File: src/rtl/core/address_decoder_exclusive_monitor_macros.svh
// Assertion macros for the address decoder with exclusive monitor.
// Used by the top level in rtl/core; needs clk and rst_n in scope.
`ifndef ADDRESS_DECODER_EXCLUSIVE_MONITOR_MACROS_SVH
`define ADDRESS_DECODER_EXCLUSIVE_MONITOR_MACROS_SVH

// Checked only outside reset.
`define ADEM_ASSERT(lbl, prop, msg) \
    lbl: assert property (@(posedge clk) disable iff (!rst_n) prop) else $error(msg);

// Checked at every edge, reset included.
`define ADEM_ASSERT_ALWAYS(lbl, prop, msg) \
    lbl: assert property (@(posedge clk) prop) else $error(msg);

`endif

File: src/rtl/core/adem_pkg.sv
// Package for the address decoder with exclusive monitor.
// Types, sizes, command codes and register indexes; no dependencies.
`timescale 1ns / 1ps
`default_nettype none

package adem_pkg;

    localparam int SEGMENTS    = 3;
    localparam int NUM_MASTERS = 8;
    localparam int SEG_IDX_W   = $clog2(SEGMENTS);
    localparam int ADDR_W      = 32;
    localparam int DATA_W      = 32;
    localparam int PORT_W      = 2;
    localparam int SIZE_W      = 2;
    localparam int ID_W        = 3;
    localparam int CFG_IDX_W   = 3;
    localparam int CFG_DATA_W  = 32;

    typedef logic [ADDR_W-1:0]          addr_t;
    typedef logic [DATA_W-1:0]          data_t;
    typedef logic [PORT_W-1:0]          port_t;
    typedef logic [SIZE_W-1:0]          size_t;
    typedef logic [ID_W-1:0]            master_id_t;
    typedef logic [NUM_MASTERS-1:0]     mask_t;
    typedef logic [SEG_IDX_W-1:0]       seg_idx_t;
    typedef logic [SEGMENTS-1:0]        seg_vec_t;
    typedef logic [PORT_W*SEGMENTS-1:0] seg_ports_t;

    typedef enum logic [1:0] {
        CMD_READ  = 2'd0,
        CMD_WRITE = 2'd1,
        CMD_LL    = 2'd2,
        CMD_SC    = 2'd3
    } cmd_t;

    localparam logic [CFG_IDX_W-1:0] CFG_SEG0_BASE  = 3'd0;
    localparam logic [CFG_IDX_W-1:0] CFG_SEG0_END   = 3'd1;
    localparam logic [CFG_IDX_W-1:0] CFG_SEG1_BASE  = 3'd2;
    localparam logic [CFG_IDX_W-1:0] CFG_SEG1_END   = 3'd3;
    localparam logic [CFG_IDX_W-1:0] CFG_SEG2_BASE  = 3'd4;
    localparam logic [CFG_IDX_W-1:0] CFG_SEG2_END   = 3'd5;
    localparam logic [CFG_IDX_W-1:0] CFG_SEG_PORTS  = 3'd6;
    localparam logic [CFG_IDX_W-1:0] CFG_SEG_ENABLE = 3'd7;

    // One-hot bit of a master; zero for an id at or above NUM_MASTERS.
    function automatic mask_t master_bit(input master_id_t id);
        mask_t m;
        m = '0;
        for (int i = 0; i < NUM_MASTERS; i++)
        begin
            if (int'(id) == i)
            begin
                m[i] = 1'b1;
            end
        end
        return m;
    endfunction

endpackage

`default_nettype wire

File: src/rtl/core/adem_if.sv
// Request and response channel interfaces for the address decoder.
// Depends on adem_pkg.
`timescale 1ns / 1ps
`default_nettype none

interface adem_req_if;
    import adem_pkg::*;

    logic       valid;
    logic       ready;
    cmd_t       cmd;
    addr_t      address;
    data_t      write_data;
    size_t      access_size;
    master_id_t master_id;

    modport source (output valid, cmd, address, write_data, access_size, master_id,
                    input ready);
    modport sink   (input valid, cmd, address, write_data, access_size, master_id,
                    output ready);
endinterface

interface adem_rsp_if;
    import adem_pkg::*;

    logic  valid;
    logic  ready;
    port_t target_port;
    logic  decode_error;
    logic  forward_valid;
    logic  forward_is_write;
    addr_t out_address;
    data_t out_data;
    size_t out_size;
    logic  sc_success;

    modport source (output valid, target_port, decode_error, forward_valid,
                    forward_is_write, out_address, out_data, out_size, sc_success,
                    input ready);
    modport sink   (input valid, target_port, decode_error, forward_valid,
                    forward_is_write, out_address, out_data, out_size, sc_success,
                    output ready);
endinterface

`default_nettype wire

File: src/rtl/core/address_decoder_exclusive_monitor.sv
// Address decoder with per-segment exclusive monitor, top level.
// Depends on adem_pkg, adem_if and the assertion macro header.
//
// One request item in, one response item out, in order. An item is taken
// into an input register, decoded against the three segments and the
// reservation masks are updated as it moves into the response register, and
// one item is accepted every cycle while the response side keeps up. The
// reservation masks are read and written in that single decode stage, so
// back-to-back accesses to the same segment see each other's updates. The user
// must write segment registers through cfg_we/cfg_index/cfg_data only while
// no item is in flight; the block itself does not enforce this.
`timescale 1ns / 1ps
`default_nettype none

`include "address_decoder_exclusive_monitor_macros.svh"

module address_decoder_exclusive_monitor (
    input  wire logic                           clk,
    input  wire logic                           rst_n,
    input  wire logic                           cfg_we,
    input  wire logic [adem_pkg::CFG_IDX_W-1:0]  cfg_index,
    input  wire logic [adem_pkg::CFG_DATA_W-1:0] cfg_data,
    adem_req_if.sink                            req,
    adem_rsp_if.source                          rsp
);
    import adem_pkg::*;

    // configuration
    addr_t      seg_base_reg [SEGMENTS];
    addr_t      seg_end_reg  [SEGMENTS];
    seg_ports_t seg_ports_reg;
    seg_vec_t   seg_enable_reg;

    // input stage
    logic       s1_valid_reg;
    cmd_t       s1_cmd_reg;
    addr_t      s1_addr_reg;
    data_t      s1_data_reg;
    size_t      s1_size_reg;
    master_id_t s1_id_reg;

    // reservation state
    mask_t      masks_reg  [SEGMENTS];
    mask_t      masks_next [SEGMENTS];

    // response stage
    logic       out_valid_reg;
    port_t      out_port_reg,    out_port_next;
    logic       out_derr_reg,    out_derr_next;
    logic       out_fwd_reg,     out_fwd_next;
    logic       out_wr_reg,      out_wr_next;
    addr_t      out_addr_reg,    out_addr_next;
    data_t      out_data_reg,    out_data_next;
    size_t      out_size_reg,    out_size_next;
    logic       out_sc_reg,      out_sc_next;

    logic       s1_adv;
    logic       s1_fire;
    seg_vec_t   hit_raw;
    logic       hit_any;
    seg_idx_t   hit_idx;
    port_t      hit_port;
    mask_t      cur_mask;
    mask_t      id_bit;
    logic       sc_fire;

    assign s1_adv    = !out_valid_reg || rsp.ready;
    assign s1_fire   = s1_valid_reg && s1_adv;
    assign req.ready = !s1_valid_reg || s1_adv;

    always_ff @(posedge clk or negedge rst_n)
    begin
        if (!rst_n)
        begin
            for (int i = 0; i < SEGMENTS; i++)
            begin
                seg_base_reg[i] <= '0;
                seg_end_reg[i]  <= '0;
            end
            seg_ports_reg  <= '0;
            seg_enable_reg <= '0;
        end
        else if (cfg_we)
        begin
            case (cfg_index)
                CFG_SEG0_BASE:  seg_base_reg[0] <= cfg_data;
                CFG_SEG0_END:   seg_end_reg[0]  <= cfg_data;
                CFG_SEG1_BASE:  seg_base_reg[1] <= cfg_data;
                CFG_SEG1_END:   seg_end_reg[1]  <= cfg_data;
                CFG_SEG2_BASE:  seg_base_reg[2] <= cfg_data;
                CFG_SEG2_END:   seg_end_reg[2]  <= cfg_data;
                CFG_SEG_PORTS:  seg_ports_reg   <= cfg_data[PORT_W*SEGMENTS-1:0];
                CFG_SEG_ENABLE: seg_enable_reg  <= cfg_data[SEGMENTS-1:0];
                default:        ;
            endcase
        end
    end

    always_ff @(posedge clk or negedge rst_n)
    begin
        if (!rst_n)
        begin
            s1_valid_reg <= 1'b0;
        end
        else if (req.ready)
        begin
            s1_valid_reg <= req.valid;
        end
    end

    always_ff @(posedge clk)
    begin
        if (req.valid && req.ready)
        begin
            s1_cmd_reg  <= req.cmd;
            s1_addr_reg <= req.address;
            s1_data_reg <= req.write_data;
            s1_size_reg <= req.access_size;
            s1_id_reg   <= req.master_id;
        end
    end

    // lowest-numbered enabled segment wins
    always_comb
    begin
        hit_idx  = '0;
        hit_port = '0;
        for (int i = 0; i < SEGMENTS; i++)
        begin
            hit_raw[i] = seg_enable_reg[i] && (s1_addr_reg >= seg_base_reg[i])
                         && (s1_addr_reg <= seg_end_reg[i]);
        end
        for (int i = SEGMENTS - 1; i >= 0; i--)
        begin
            if (hit_raw[i])
            begin
                hit_idx  = SEG_IDX_W'(i);
                hit_port = seg_ports_reg[PORT_W*i +: PORT_W];
            end
        end
        hit_any = |hit_raw;
    end

    assign cur_mask = masks_reg[hit_idx];
    assign id_bit   = master_bit(s1_id_reg);
    assign sc_fire  = s1_fire && hit_any && (s1_cmd_reg == CMD_SC);

    always_comb
    begin
        for (int i = 0; i < SEGMENTS; i++)
        begin
            masks_next[i] = masks_reg[i];
        end
        out_port_next = hit_any ? hit_port : '0;
        out_derr_next = !hit_any;
        out_fwd_next  = 1'b0;
        out_wr_next   = 1'b0;
        out_sc_next   = 1'b0;
        if (hit_any)
        begin
            case (s1_cmd_reg)
                CMD_READ:
                begin
                    out_fwd_next = 1'b1;
                end
                CMD_WRITE:
                begin
                    out_fwd_next = 1'b1;
                    out_wr_next  = 1'b1;
                end
                CMD_LL:
                begin
                    out_fwd_next = 1'b1;
                    if (s1_fire)
                    begin
                        masks_next[hit_idx] = cur_mask | id_bit;
                    end
                end
                CMD_SC:
                begin
                    out_sc_next  = |(cur_mask & id_bit);
                    out_fwd_next = out_sc_next;
                    out_wr_next  = out_sc_next;
                    if (s1_fire)
                    begin
                        masks_next[hit_idx] = '0;
                    end
                end
                default:
                begin
                    out_fwd_next = 1'b0;
                end
            endcase
        end
        out_addr_next = out_fwd_next ? s1_addr_reg : '0;
        out_data_next = out_wr_next  ? s1_data_reg : '0;
        out_size_next = out_fwd_next ? s1_size_reg : '0;
    end

    always_ff @(posedge clk or negedge rst_n)
    begin
        if (!rst_n)
        begin
            for (int i = 0; i < SEGMENTS; i++)
            begin
                masks_reg[i] <= '0;
            end
            out_valid_reg <= 1'b0;
        end
        else
        begin
            for (int i = 0; i < SEGMENTS; i++)
            begin
                masks_reg[i] <= masks_next[i];
            end
            if (s1_adv)
            begin
                out_valid_reg <= s1_valid_reg;
            end
        end
    end

    always_ff @(posedge clk)
    begin
        if (s1_fire)
        begin
            out_port_reg <= out_port_next;
            out_derr_reg <= out_derr_next;
            out_fwd_reg  <= out_fwd_next;
            out_wr_reg   <= out_wr_next;
            out_addr_reg <= out_addr_next;
            out_data_reg <= out_data_next;
            out_size_reg <= out_size_next;
            out_sc_reg   <= out_sc_next;
        end
    end

    assign rsp.valid            = out_valid_reg;
    assign rsp.target_port      = out_port_reg;
    assign rsp.decode_error     = out_derr_reg;
    assign rsp.forward_valid    = out_fwd_reg;
    assign rsp.forward_is_write = out_wr_reg;
    assign rsp.out_address      = out_addr_reg;
    assign rsp.out_data         = out_data_reg;
    assign rsp.out_size         = out_size_reg;
    assign rsp.sc_success       = out_sc_reg;

    `ADEM_ASSERT(a_derr_no_fwd, rsp.valid && rsp.decode_error |-> rsp.target_port == '0 && !rsp.forward_valid && !rsp.sc_success, "decode error forwarded")
    `ADEM_ASSERT(a_sc_is_write, rsp.valid && rsp.sc_success |-> rsp.forward_valid && rsp.forward_is_write, "sc success not forwarded as write")
    `ADEM_ASSERT(a_sc_clears, sc_fire |=> masks_reg[$past(hit_idx)] == '0, "sc left reservations")
    `ADEM_ASSERT_ALWAYS(a_no_fire_empty, !rst_n || !out_valid_reg || s1_adv || !req.ready || !s1_valid_reg, "input stage overrun")

endmodule

`default_nettype wire
File: src/flat_wrapper.sv
// flat-port wrapper written by rule: the top's interface ports become plain ports
module address_decoder_exclusive_monitor_flat import adem_pkg::*;
  (clk, rst_n, cfg_we, cfg_index, cfg_data, req_valid, req_cmd, req_address, req_write_data, req_access_size, req_master_id, req_ready, rsp_valid, rsp_target_port, rsp_decode_error, rsp_forward_valid, rsp_forward_is_write, rsp_out_address, rsp_out_data, rsp_out_size, rsp_sc_success, rsp_ready);
  adem_req_if req_i ();
  adem_rsp_if rsp_i ();
  input  wire logic clk;
  input  wire logic rst_n;
  input  wire logic cfg_we;
  input  wire logic [adem_pkg::CFG_IDX_W-1:0] cfg_index;
  input  wire logic [adem_pkg::CFG_DATA_W-1:0] cfg_data;
  input wire logic [$bits(req_i.valid)-1:0] req_valid;
  input wire logic [$bits(req_i.cmd)-1:0] req_cmd;
  input wire logic [$bits(req_i.address)-1:0] req_address;
  input wire logic [$bits(req_i.write_data)-1:0] req_write_data;
  input wire logic [$bits(req_i.access_size)-1:0] req_access_size;
  input wire logic [$bits(req_i.master_id)-1:0] req_master_id;
  output wire logic [$bits(req_i.ready)-1:0] req_ready;
  output wire logic [$bits(rsp_i.valid)-1:0] rsp_valid;
  output wire logic [$bits(rsp_i.target_port)-1:0] rsp_target_port;
  output wire logic [$bits(rsp_i.decode_error)-1:0] rsp_decode_error;
  output wire logic [$bits(rsp_i.forward_valid)-1:0] rsp_forward_valid;
  output wire logic [$bits(rsp_i.forward_is_write)-1:0] rsp_forward_is_write;
  output wire logic [$bits(rsp_i.out_address)-1:0] rsp_out_address;
  output wire logic [$bits(rsp_i.out_data)-1:0] rsp_out_data;
  output wire logic [$bits(rsp_i.out_size)-1:0] rsp_out_size;
  output wire logic [$bits(rsp_i.sc_success)-1:0] rsp_sc_success;
  input wire logic [$bits(rsp_i.ready)-1:0] rsp_ready;
  assign req_i.valid = req_valid;
  assign req_i.cmd = req_cmd;
  assign req_i.address = req_address;
  assign req_i.write_data = req_write_data;
  assign req_i.access_size = req_access_size;
  assign req_i.master_id = req_master_id;
  assign req_ready = req_i.ready;
  assign rsp_valid = rsp_i.valid;
  assign rsp_target_port = rsp_i.target_port;
  assign rsp_decode_error = rsp_i.decode_error;
  assign rsp_forward_valid = rsp_i.forward_valid;
  assign rsp_forward_is_write = rsp_i.forward_is_write;
  assign rsp_out_address = rsp_i.out_address;
  assign rsp_out_data = rsp_i.out_data;
  assign rsp_out_size = rsp_i.out_size;
  assign rsp_sc_success = rsp_i.sc_success;
  assign rsp_i.ready = rsp_ready;
  address_decoder_exclusive_monitor u_core (.clk(clk), .rst_n(rst_n), .cfg_we(cfg_we), .cfg_index(cfg_index), .cfg_data(cfg_data), .req(req_i), .rsp(rsp_i));
endmodule
File: config.mk
export PLATFORM = sky130hd
export DESIGN_NAME = address_decoder_exclusive_monitor_flat
export DESIGN_NICKNAME = d
export VERILOG_FILES = /design/src/rtl/core/adem_pkg.sv /design/src/rtl/core/adem_if.sv /design/src/rtl/core/address_decoder_exclusive_monitor.sv /design/src/flat_wrapper.sv
export VERILOG_INCLUDE_DIRS = /design/src /design/src/rtl/core
export SDC_FILE = /design/constraint.sdc
export NUM_CORES = 1
export LEC_CHECK = 0
export ABC_AREA = 1
export ABC_CLOCK_PERIOD_IN_PS = 9500
export BUFFER_PORTS_ARGS = -buffer_cell sky130_fd_sc_hd__buf_2
export CORE_ASPECT_RATIO = 0.75
export CORE_MARGIN = 2
export CORE_UTILIZATION = 25
export CTS_CLUSTER_DIAMETER = 40
export DETAILED_ROUTE_END_ITERATION = 10
export GPL_ROUTABILITY_DRIVEN = 0
export SETUP_SLACK_MARGIN = 0.1
export SLEW_MARGIN = 20
export SYNTH_ARGS = -nofsm -noshare
export SYNTH_HDL_FRONTEND = slang
export SYNTH_SLANG_ARGS = --single-unit
File: constraint.sdc
create_clock -name clk -period 9.5 [get_ports clk]
set_clock_uncertainty 0.15 [all_clocks]
set_input_delay 1.9 -clock clk [delete_from_list [all_inputs] [get_ports clk]]
set_output_delay 1.9 -clock clk [all_outputs]
set_load 0.01 [all_outputs]
# Word-level counts from Yosys, hierarchy flattened
# Cells that the tools add are included.
# W data, S select, Z words.
# op_classes
n_addsub	0
n_mul	0
n_div	0
n_lt_le_gt_ge	8
n_eq_ne	19
shift	0
n_mux	27
n_bitwise	5
n_reduce_logical	31
# op_table
operator	count
$ge A32 B32 Y1	3
$le A32 B32 Y1	3
$mux W24	2
$pmux W24 S2	1
$and A24 B24 Y24	1
$bwmux W24	1
$eq A3 B3 Y1 const B	8
$mux W8	3
$not A24 Y24	1
$reduce_and A2 Y1	9
$bmux W8 S2	1
$demux W8 S2	1
$eq A3 B2 Y1 const B	4
$mux W2	6
$mux W1	10
$logic_and A1 B1 Y1	9
$and A8 B8 Y8	1
$or A8 B8 Y8	1
$reduce_or A8 Y1	1
$eq A3 B1 Y1 const B	2
$logic_not A3 Y1	2
$reduce_or A3 Y1	2
$eq A2 B2 Y1 const B	2
$ne A2 B1 Y1 const B	2
other kinds (10)	14
# word_totals
reg_bits	370
latchBits	0
ramBits	0
mem_bits_ro	0
mem_count	0

# Longest topological paths before layout
# depth
depth_word	15
ltp_mapped	26
depth_no_buf	24

# Worst setup path before layout
# OpenSTA, ideal clock, no wires.
# synth_timing
kind	in2reg
start	input port rsp_ready
end	register u_core.masks_reg[13] (netlist name)
setup_time_ps	119
arrival_ps	6622
required_ps	9231
setup_slack_ps	2610
path_stages	7
path_buffers	1
cell_sequence	inv_1 a21oi_1 nand3_2 nor2_2 buf_4 nand2_1 o21a_1
# synth_via
elab_chain_cells	4
# synth_rtl
item	line_no	source
from (decl)	flat_wrapper.sv:27	input wire logic [$bits(rsp_i.ready)-1:0] rsp_ready;
$logic_or A1 B1 Y1 (*)	address_decoder_exclusive_monitor.sv:67	assign s1_adv = !out_valid_reg || rsp.ready;
$logic_and A1 B1 Y1 (*)	address_decoder_exclusive_monitor.sv:68	assign s1_fire = s1_valid_reg && s1_adv;
net u_core.s1_fire	address_decoder_exclusive_monitor.sv:58	logic s1_fire;
$ne A2 B1 Y1 (no line)	n/a	
$reduce_and A4 Y1 (no line) (*)	n/a	
to (signal, indexed assignment)	address_decoder_exclusive_monitor.sv:214	masks_reg[i] <= masks_next[i];
to (decl)	address_decoder_exclusive_monitor.sv:43	mask_t masks_reg [SEGMENTS];
# Mark *: on every way through the listed nets, which the timed path passes. The rest lies on a longest branch.
# A chain may end at the register's enable or synchronous reset.

# Final worst setup path
# layout_timing
start	register u_core.s1_addr_reg[27]
end	register u_core.out_data_reg[14], in the netlist u_core.rsp.out_data[14], data pin
# layout_via
elab_chain_cells	14
# layout_rtl
item	line_no	source
from (decl)	address_decoder_exclusive_monitor.sv:37	addr_t s1_addr_reg;
from (signal assigned)	address_decoder_exclusive_monitor.sv:116	s1_addr_reg <= req.address;
$ge A32 B32 Y1	address_decoder_exclusive_monitor.sv:130	hit_raw[i] = seg_enable_reg[i] && (s1_addr_reg >= seg_base_reg[i])
$logic_and A1 B1 Y1	address_decoder_exclusive_monitor.sv:130	
$logic_and A1 B1 Y1	address_decoder_exclusive_monitor.sv:131	&& (s1_addr_reg <= seg_end_reg[i]);
$mux W2 (3 in series)	address_decoder_exclusive_monitor.sv:135	if (hit_raw[i])
$not A2 Y3 (implied by the code)	address_decoder_exclusive_monitor.sv:144	assign cur_mask = masks_reg[hit_idx];
$bmux W8 S2	address_decoder_exclusive_monitor.sv:144	
$mux W8 (implied by the code) (2 in series)	address_decoder_exclusive_monitor.sv:144	
$and A8 B8 Y8	address_decoder_exclusive_monitor.sv:181	out_sc_next = |(cur_mask & id_bit);
$reduce_or A8 Y1	address_decoder_exclusive_monitor.sv:181	
$pmux W1 S2	address_decoder_exclusive_monitor.sv:161	case (s1_cmd_reg)
$mux W1 (*)	address_decoder_exclusive_monitor.sv:159	if (hit_any)
to (signal assigned)	address_decoder_exclusive_monitor.sv:232	out_data_reg <= out_data_next;
to (decl)	address_decoder_exclusive_monitor.sv:53	data_t out_data_reg, out_data_next;
# Mark *: on every way between the ends. The rest lies on a longest branch, timed or not. The select of a mux whose other input is x is not followed.

==> impl_metrics.tcl <==
set metrics [dict create \
    drive_above_1_share 0.151 \
    cpPeakStageDelay_ps 620 \
    core_mm2 0.0738 \
    fin_util 0.309 \
    path_class "reg2reg" \
    drc 0 \
    dp.final_hpwl_mm 35.4 \
    drt_iter0_drc 1038 \
    dieWidth_um 320 \
    path_common_cell "nand2_1" \
    ctsResizeCount 0 \
    first_pass_iters 5 \
    status "complete, no violations" \
    hold_depth 2 \
    io_buffers 184 \
    finalHoldViolations 0 \
    cts_buffers 57 \
    grt_pass1_wl_mm 76.9 \
    hp-class "reg2reg" \
    pre_cts_ws_ps 4920 \
    end_kind "register" \
    yosys_warnings 0 \
    critPathBufInv 0 \
    max-cap-violations 0 \
    path_cells "ha_1 -> nand2_1 -> nor2_1 -> nand2_1 -> nor4_1 -> nand2_1 -> nand2_1 -> nand2_1 -> nor2_1 -> nand2_2 -> nand2_1 -> nand3_1 -> nand3_1 -> nand2_1 -> nor2_2 -> nand3_2 -> nand2_2 -> nor2_1" \
    path_delay_family "simple AND/OR/NAND/NOR gates" \
    std_cell_rows 86 \
    ys_seq_elements 370 \
    syn_nets 2327 \
    tns_ps 0 \
    grt_usage 0.130 \
    drt-total-wl_mm 49.9 \
    timing.rr.end "u_core.rsp.out_data[14]$_SDFFCE_PN0P_" \
    io_pins 185 \
    finalPower_mw 5.51 \
    r2r_start "u_core.s1_addr_reg[27]$_DFFE_PP_" \
    synthCells 2024 \
    r2r_cells 18 \
    cts_buffer_depth 3 \
    post-cts-setup-buffer-count 0 \
    slew_headroom 0.361 \
    wl_per_cell_um 15.4 \
    min_to "u_core.seg_base_reg[73]$_DFFE_PN0P_" \
    cts_hold_buf 0 \
    period_minus_slack_ps 4630 \
    cp.required_ps 9670 \
    vias 13600 \
    yosysUniqueCellTypes 31 \
    initial_core_util 0.253 \
    antenna_left 0 \
    yosysTopAreaCellShare 0.304 \
    diodes 0 \
    antenna_found_initial 2 \
    fmax_mhz 216 \
    power_density_mw_per_mm2 241 \
    htreeDepth 2 \
    worstMarginPinSlew_ps 957 \
    finalSetupViolations 0 \
    cts_tree "done" \
    grt_setup_unrepaired "no" \
    vdd_drop_max_mv 0.127 \
    die_area_mm2 0.0771 \
    yosys-top-cells-area "dfrtp_1 30%, edfxtp_1 23%, ha_1 13%, nand2_1 9.1%, inv_1 7.1%" \
    arrival_ps 4800 \
    whs_ps 332 \
    yosysTopAreaCell "dfrtp_1" \
    cp_slowest_cell "nor2_1" \
    ys_seq_area_frac 0.533 \
    grt_max_degree 101 \
    tritoncts_num_sinks 370 \
    clk_pin_slew_worst_paths_ps 60 \
    crit_fanout 33 \
    syn_to_final_growth_pct 22.0 \
    synth_area_per_cell_um2 9.24 \
    leakage_nw 11.1 \
    start_kind "register" \
    grt_overflow 0 \
    nets 2529 \
    die_y_um 241 \
    period_share 0.487 \
    via_per_inst 4.19 \
    syn_area_mm2 0.0187 \
    clock_latency_ps 610 \
    min_from "u_core.seg_base_reg[73]$_DFFE_PN0P_" \
    cts_root_buf "clkbuf_16" \
    drv_slew 0 \
    fin_ws_ps 4870 \
    r2r_slack_ps 4870 \
    grt_pass1_vias 13100 \
]
==> where the power goes <==
| part | internal (mW) | switching [mW] | total [mW] | leakage [nW] |
|---|---|---|---|---|
| registers | 1.97 | 0.153 | 2.12 | 4.22 |
| clock network | 1.45 | 0.845 | 2.29 | 1.02 |
| logic | 0.408 | 0.684 | 1.09 | 5.90 |
| total | 3.83 | 1.68 | 5.51 | 11.1 |
==> layout make-up <==
cell class,instances,area [µm²]
Fill cell,7726,51000
Sequential cell,370,9970
Multi-Input combinational cell,1246,7160
Clock buffer,64,1550
Inverter,357,1340
Tap cell,968,1210
Timing Repair Buffer,194,1010
Clock inverter,44,583
==> tightest hold or removal path: stages, from the launching register on <==
cell     delay (ps)
dfrtp_1         340
nand2_1          50
o21ai_0          60
==> synth_stat cells <==
master / number
inv_1: 354
o21a_1: 18
nand3_2: 4
buf_2: 2
nand4_1: 13
nor3_2: 1
nor4_1: 1
nand2_2: 4
nor3_1: 11
a21o_1: 16
nand2_4: 1
a21oi_1: 93
and2_1: 2
edfxtp_1: 143
o21ai_1: 1
o21ai_2: 1
o21bai_1: 2
nand3_1: 56
dfrtp_1: 227
clkbuf_1: 38
and3b_1: 1
buf_8: 1
buf_4: 4
a21oi_2: 1
inv_2: 3
nor2_2: 20
nor2_1: 132
o21ai_0: 222
buf_6: 6
nand2_1: 454
ha_1: 192
==> how the worst max path moves through the flow <==
stage | startpoint | to | slack [ps] | cells after the start
floorplan | rsp_ready | u_core.masks_reg[13]$_DFFE_PN0P_ | 2610 | 7
global placement | u_core.s1_addr_reg[27]$_DFFE_PP_ | u_core.rsp.forward_is_write$_DFFE_PP_ | 4990 | 18
detailed placement | u_core.s1_addr_reg[31]$_DFFE_PP_ | u_core.rsp.forward_is_write$_DFFE_PP_ | 4920 | 18
CTS | u_core.s1_addr_reg[27]$_DFFE_PP_ | u_core.rsp.forward_is_write$_DFFE_PP_ | 4880 | 18
global route | u_core.s1_addr_reg[31]$_DFFE_PP_ | u_core.rsp.out_data[15]$_SDFFCE_PN0P_ | 4490 | 18
finish | u_core.s1_addr_reg[27]$_DFFE_PP_ | u_core.rsp.out_data[14]$_SDFFCE_PN0P_ | 4870 | 18
==> cells by family (layout without fill, tap and decap cells) <==
| family | Yosys count | after routing | synth area share |
|---|---|---|---|
| buf+inv | 408 | 659 | 0.0858 |
| flops | 370 | 370 | 0.533 |
| compound gates | 354 | 354 | 0.0999 |
| simple gates | 700 | 700 | 0.153 |
| fa+ha+maj | 192 | 192 | 0.128 |
==> stage by stage <==
stage / instances / area (µm²)
3_3_place_gp: 3135 / 20700
5_1_grt: 3243 / 22800
3_5_place_dp: 3135 / 20700
4_1_cts: 3243 / 22800
6_report: 3243 / 22800
2_1_floorplan: 2024 / 18700
==> cell usage in the layout, fill, tap and decap left out, drive strengths merged, types with 64 or more instances in the layout <==
cell type | synthesis | layout
inv | 357 | 369
o21ai | 224 | 224
dfrtp | 227 | 227
buf | 13 | 194
edfxtp | 143 | 143
a21oi | 94 | 94
clkbuf | 38 | 64
ha | 192 | 192
nand2 | 459 | 459
nor2 | 152 | 152
==> layer usage <==
metal,routed length [µm],vias up,global-route usage
met2,21200,299,0.196
met1,24800,6259,0.187
met3,3010,64,0.0292
met5,18,-,0
li1,-,6955,-
met4,900,4,0.0337
(Power assumes the default switching activity.)
